[src/pfde_pkg.sv]
// Package: shared constants, command types and font table for the draw engine.
`timescale 1ns / 1ps
package pfde_pkg;
	localparam int SCREEN_WIDTH = 128;
	localparam int SCREEN_HEIGHT = 64;
	localparam int PAGE_COUNT = (SCREEN_HEIGHT + 7) / 8;
	localparam int STORE_BYTES = SCREEN_WIDTH * PAGE_COUNT;
	localparam int ADDR_W = $clog2(STORE_BYTES);
	localparam int QUEUE_DEPTH = 2;

	localparam logic [2:0] FUNC_CLEAR = 3'd0;
	localparam logic [2:0] FUNC_PIXEL = 3'd1;
	localparam logic [2:0] FUNC_RECT  = 3'd2;
	localparam logic [2:0] FUNC_CHAR  = 3'd3;
	localparam logic [2:0] FUNC_READ  = 3'd4;

	// classified command handed from the front to the back
	typedef struct packed {
		logic [2:0] func;
		logic signed [8:0] pos_x;
		logic signed [8:0] pos_y;
		logic [7:0] rect_width;
		logic [7:0] rect_height;
		logic [34:0] glyph;      // column i occupies bits [7*i +: 7]
		logic color;
		logic [9:0] read_index;
	} cmd_t;

	function automatic logic [34:0] glyph_lookup(input logic [7:0] code_in);
		logic [7:0] c;
		logic [34:0] g;
		begin
			c = code_in;
			if (c >= 8'h61 && c <= 8'h7A) c = c - 8'd32;
			g = '0;
			case (c)
			8'h30: g = {7'h3E, 7'h45, 7'h49, 7'h51, 7'h3E};
			8'h31: g = {7'h00, 7'h40, 7'h7F, 7'h42, 7'h00};
			8'h32: g = {7'h46, 7'h49, 7'h51, 7'h61, 7'h42};
			8'h33: g = {7'h31, 7'h4B, 7'h45, 7'h41, 7'h21};
			8'h34: g = {7'h10, 7'h7F, 7'h12, 7'h14, 7'h18};
			8'h35: g = {7'h39, 7'h45, 7'h45, 7'h45, 7'h27};
			8'h36: g = {7'h30, 7'h49, 7'h49, 7'h4A, 7'h3C};
			8'h37: g = {7'h03, 7'h05, 7'h09, 7'h71, 7'h01};
			8'h38: g = {7'h36, 7'h49, 7'h49, 7'h49, 7'h36};
			8'h39: g = {7'h1E, 7'h29, 7'h49, 7'h49, 7'h06};
			8'h41: g = {7'h7E, 7'h11, 7'h11, 7'h11, 7'h7E};
			8'h42: g = {7'h36, 7'h49, 7'h49, 7'h49, 7'h7F};
			8'h43: g = {7'h22, 7'h41, 7'h41, 7'h41, 7'h3E};
			8'h44: g = {7'h1C, 7'h22, 7'h41, 7'h41, 7'h7F};
			8'h45: g = {7'h41, 7'h49, 7'h49, 7'h49, 7'h7F};
			8'h46: g = {7'h01, 7'h09, 7'h09, 7'h09, 7'h7F};
			8'h47: g = {7'h7A, 7'h49, 7'h49, 7'h41, 7'h3E};
			8'h48: g = {7'h7F, 7'h08, 7'h08, 7'h08, 7'h7F};
			8'h49: g = {7'h00, 7'h41, 7'h7F, 7'h41, 7'h00};
			8'h4A: g = {7'h01, 7'h3F, 7'h41, 7'h40, 7'h20};
			8'h4B: g = {7'h41, 7'h22, 7'h14, 7'h08, 7'h7F};
			8'h4C: g = {7'h40, 7'h40, 7'h40, 7'h40, 7'h7F};
			8'h4D: g = {7'h7F, 7'h02, 7'h0C, 7'h02, 7'h7F};
			8'h4E: g = {7'h7F, 7'h10, 7'h08, 7'h04, 7'h7F};
			8'h4F: g = {7'h3E, 7'h41, 7'h41, 7'h41, 7'h3E};
			8'h50: g = {7'h06, 7'h09, 7'h09, 7'h09, 7'h7F};
			8'h51: g = {7'h5E, 7'h21, 7'h51, 7'h41, 7'h3E};
			8'h52: g = {7'h46, 7'h29, 7'h19, 7'h09, 7'h7F};
			8'h53: g = {7'h31, 7'h49, 7'h49, 7'h49, 7'h46};
			8'h54: g = {7'h01, 7'h01, 7'h7F, 7'h01, 7'h01};
			8'h55: g = {7'h3F, 7'h40, 7'h40, 7'h40, 7'h3F};
			8'h56: g = {7'h1F, 7'h20, 7'h40, 7'h20, 7'h1F};
			8'h57: g = {7'h7F, 7'h20, 7'h18, 7'h20, 7'h7F};
			8'h58: g = {7'h63, 7'h14, 7'h08, 7'h14, 7'h63};
			8'h59: g = {7'h03, 7'h04, 7'h78, 7'h04, 7'h03};
			8'h5A: g = {7'h43, 7'h45, 7'h49, 7'h51, 7'h61};
			8'h3A: g = {7'h00, 7'h00, 7'h36, 7'h36, 7'h00};
			8'h2B: g = {7'h08, 7'h08, 7'h3E, 7'h08, 7'h08};
			8'h2D: g = {7'h08, 7'h08, 7'h08, 7'h08, 7'h08};
			8'h21: g = {7'h00, 7'h00, 7'h5F, 7'h00, 7'h00};
			default: g = '0;
			endcase
			return g;
		end
	endfunction
endpackage

[src/pfde_front.sv]
// Front end: accepts commands, looks up the glyph and queues them for the back end.
`timescale 1ns / 1ps
module pfde_front (
	input  logic clk,
	input  logic arst_n,
	input  logic in_valid,
	output logic in_ready,
	input  pfde_pkg::cmd_t in_cmd,
	output logic q_valid,
	input  logic q_ready,
	output pfde_pkg::cmd_t q_cmd
);
	import pfde_pkg::*;

	cmd_t mem_q [QUEUE_DEPTH];
	logic wptr_q, rptr_q;
	logic [1:0] cnt_q;
	logic push, pop;
	cmd_t cls;

	always_comb begin
		cls = in_cmd;
		cls.glyph = glyph_lookup(in_cmd.glyph[7:0]);
	end

	assign in_ready = (cnt_q != 2'd2);
	assign q_valid = (cnt_q != 2'd0);
	assign q_cmd = mem_q[rptr_q];
	assign push = in_valid && in_ready;
	assign pop = q_valid && q_ready;

	always_ff @(posedge clk) begin
		if (push) mem_q[wptr_q] <= cls;
	end

	always_ff @(posedge clk or negedge arst_n) begin
		if (!arst_n) begin
			wptr_q <= 1'b0;
			rptr_q <= 1'b0;
			cnt_q <= 2'd0;
		end else begin
			if (push) wptr_q <= ~wptr_q;
			if (pop) rptr_q <= ~rptr_q;
			cnt_q <= cnt_q + {1'b0, push} - {1'b0, pop};
		end
	end
endmodule

[config.mk]
export PLATFORM = sky130hd
export DESIGN_NAME = pfde_front
export DESIGN_NICKNAME = d
export VERILOG_FILES = /design/src/pfde_pkg.sv /design/src/pfde_front.sv
export SDC_FILE = /design/constraint.sdc
export NUM_CORES = 1
export LEC_CHECK = 0
export BUFFER_PORTS_ARGS = -buffer_cell sky130_fd_sc_hd__buf_2
export CAP_MARGIN = 5
export CORE_MARGIN = 8
export CORE_UTILIZATION = 50
export DETAILED_ROUTE_END_ITERATION = 8
export GPL_ROUTABILITY_DRIVEN = 0
export GPL_TIMING_DRIVEN = 0
export MAX_ROUTING_LAYER = met4
export PLACE_DENSITY = 0.77
export SYNTH_ARGS = -nofsm -noshare
export SYNTH_HDL_FRONTEND = slang
export SYNTH_MEMORY_MAX_BITS = 65536
export SYNTH_SLANG_ARGS = --single-unit
[constraint.sdc]
create_clock -name clk -period 4.4 [get_ports clk]
set_clock_uncertainty 0.2 [all_clocks]
set_input_delay 0.88 -clock clk [delete_from_list [all_inputs] [get_ports clk]]
set_output_delay 0.88 -clock clk [all_outputs]
set_load 0.02 [all_outputs]
==> results.toml <==
[detailed_routing]
via_per_inst = 6.10
num_vias = 6343
ant_nets = 0
drtIter0Drc = 1146
drt_wl_total_mm = 22.3
first_pass_iters = 6
drc = 0
wl_per_cell_um = 21.5

[floorplan]
die_h_um = 146
rows = 47
core-area_sq_um = 16500
io-pin-count = 172
initial_core_util_pct = 50.8
dieArea_sq_um = 21200
die_w_um = 146

[run]
cap_violations = 0

[placed_design]
hpwl_mm = 15.7
port_buffers = 142

[clocking]
cts_resized = 0
clk_path_buf_depth = 2
cts-root-buf = "clkbuf_16"
cts_max_level = 4
insertion_delay_ps = 410
tritoncts = "done"
cts_hold_buf = 0
path_clk_slew_ps = 70
cts_made_buffers = 17
post_cts_buffers = 0
clock-sinks = 170

[sta]
setup_viol_count_final = 0
fin_crit_sh_pct = 81.1
fmax_ghz = 0.280
hold_violations = 0
finalSetupTns_ps = 0
hold_ws_ps = 62.5
finalMaxSlewViolations = 0
fin_crit_ps = 3570
slew_headroom_pct = 35.7
worstMarginPinSlew_ps = 959
rsz0062_at_grt = "no"

[global_route]
grt_pass1_wl_mm = 34.6
gr-total-overflow = 0
antenna_found_initial = 0
grt_pass1_vias = 6272
grt_max_degree = 44
grt_use_total_pct = 21.3

[logic_synthesis]
synth_edf_count = 166
yosysTopAreaCellShare_pct = 59.4
yosysWarnings = 0
postSynthCellCount = 642
yosys-top-cells-area = "edfxtp_1 59%, mux2_2 11%, a21oi_1 3.2%, ha_1 2.2%, o21ai_0 2.0%"
synth-seq-area-share_pct = 60.6
async_reset_ff_share_pct = 2.35
avgSynthCellArea_sq_um = 13.1
synth.distinct_cells = 67
synth_top_cell_by_area = "edfxtp_1"
netlist_area_sq_um = 8390
synth-seq-cells = 170
synthFlopType = "edfxtp_1"
syn_nets = 744
synthTopCellsByCount = "166 x edfxtp_1, 84 x mux2_2, 54 x a21oi_1"
synth_most_common_cell = "edfxtp_1"

[outcome]
status = "finished clean"

[critical_path]
critPathLaunch = "in_cmd[12]"
worstSetupPathType = "in -> reg"
critPathArrivalTime_ps = 3590
r2r_start = "cnt_q[1]"
critPathLaunchType = "input port"
cp_max_fo = 10
end_kind = "register"
cp.required_ps = 4420

[pwr]
p_leak_nw = 3.77
peakVddDrop_mv = 0.293
power_per_cell_area_nw_per_um2 = 592

[final_layout]
fin_nets = 909
final_layout_size_suffix_gt1_share_pct = 38.7
area_growth_pct = 20.3
n_antenna_cell = 0

[hold_path]
worstHoldPathType = "in -> async"
path summary, 6_finish.rpt:
kind | depth (start not counted) | to | slack [ps]
min in group clk | 1 | cnt_q[1] | 330
worst max-delay path | 9 | mem_q[0][32] | 830
worst min-delay path | 1 | rptr_q | 60
max in group asynchronous | 1 | wptr_q | 3820
worst max register to register | 6 | mem_q[0][37] | 2030
worst min register to register | 1 | cnt_q[1] | 330
metal layers:
| layer | GRT usage [%] | share of wire, % | vias to the layer above |
|---|---|---|---|
| met5 | - | 0 | - |
| met4 | 10.0 | 5.1 | 0 |
| met3 | 6.50 | 12 | 137 |
| met2 | 31.9 | 45 | 501 |
| met1 | 26.0 | 38 | 2929 |
| li1 | - | - | 2776 |
power breakdown:
| group | internal [mW] | total [mW] | switching (mW) |
|---|---|---|---|
| registers | 2.22 | 2.30 | 0.0837 |
| logic | 0.815 | 2.14 | 1.32 |
| clock network | 0.908 | 1.54 | 0.636 |
| total | 3.94 | 5.98 | 2.04 |
placed cells by master, fill, tap and decap left out, types with 13 or more instances in the layout:
master     synthesis  layout
ha_1              15      15
clkbuf_16          0      17
nand2_1           38      38
nor2b_1           13      13
buf_2             27     169
a21oi_1           54      54
mux2_2            84      84
o21ai_0           34      34
clkbuf_1          13      13
nand2b_1          13      13
edfxtp_1         166     166
nor2_1            32      31
cell families after synthesis:
| logic type | count (synthesis) | synth area share, % |
|---|---|---|
| AO/OA/AOI/OAI | 164 | 12.4 |
| XOR/XNOR | 4 | 0.418 |
| adder cells (fa/ha/maj) | 15 | 2.24 |
| buffers and inverters | 62 | 3.85 |
| flip-flops | 170 | 60.6 |
| multiplexers | 91 | 12.3 |
| AND/OR/NAND/NOR | 136 | 8.14 |
flip-flops by register name (all words and copies together), names as in the netlist:
signal,count
wptr_q,1
rptr_q,1
mem_q,166
cnt_q,2
layout make-up:
class / instances / area [sq um]
fillers: 1279 / 6430
flip-flops and latches: 170 / 5080
multi-input cells: 410 / 3000
repair buffers: 146 / 806
clock buffers: 17 / 425
plain buffers: 52 / 285
well taps: 220 / 275
clock inverters: 15 / 186
inverters: 10 / 37.5
per-stage QoR:
stage | power [mW] | cells | worst slack (ps) | utilization, % | instance area [sq um]
after floorplan | 3.76 | 642 | 627 | - | 8390
after global placement | 4.42 | 1004 | -576 | 56.8 | 9380
after detailed placement | 4.48 | 1008 | 723 | 57.4 | 9490
after CTS | 6.04 | 1040 | 1010 | 61.1 | 10100
after global routing | 6.24 | 1040 | 767 | 61.1 | 10100
final | 5.98 | 1040 | 832 | 61.1 | 10100
critical path: stages:
cell and delay [ps]:
buf_2 190, buf_2 300, inv_1 280, ha_1 280, inv_1 240, nand4_2 210
a31oi_1 730, o21ai_1 180, a21oi_1 280
No activity file was read; power rests on OpenSTA's default activity.
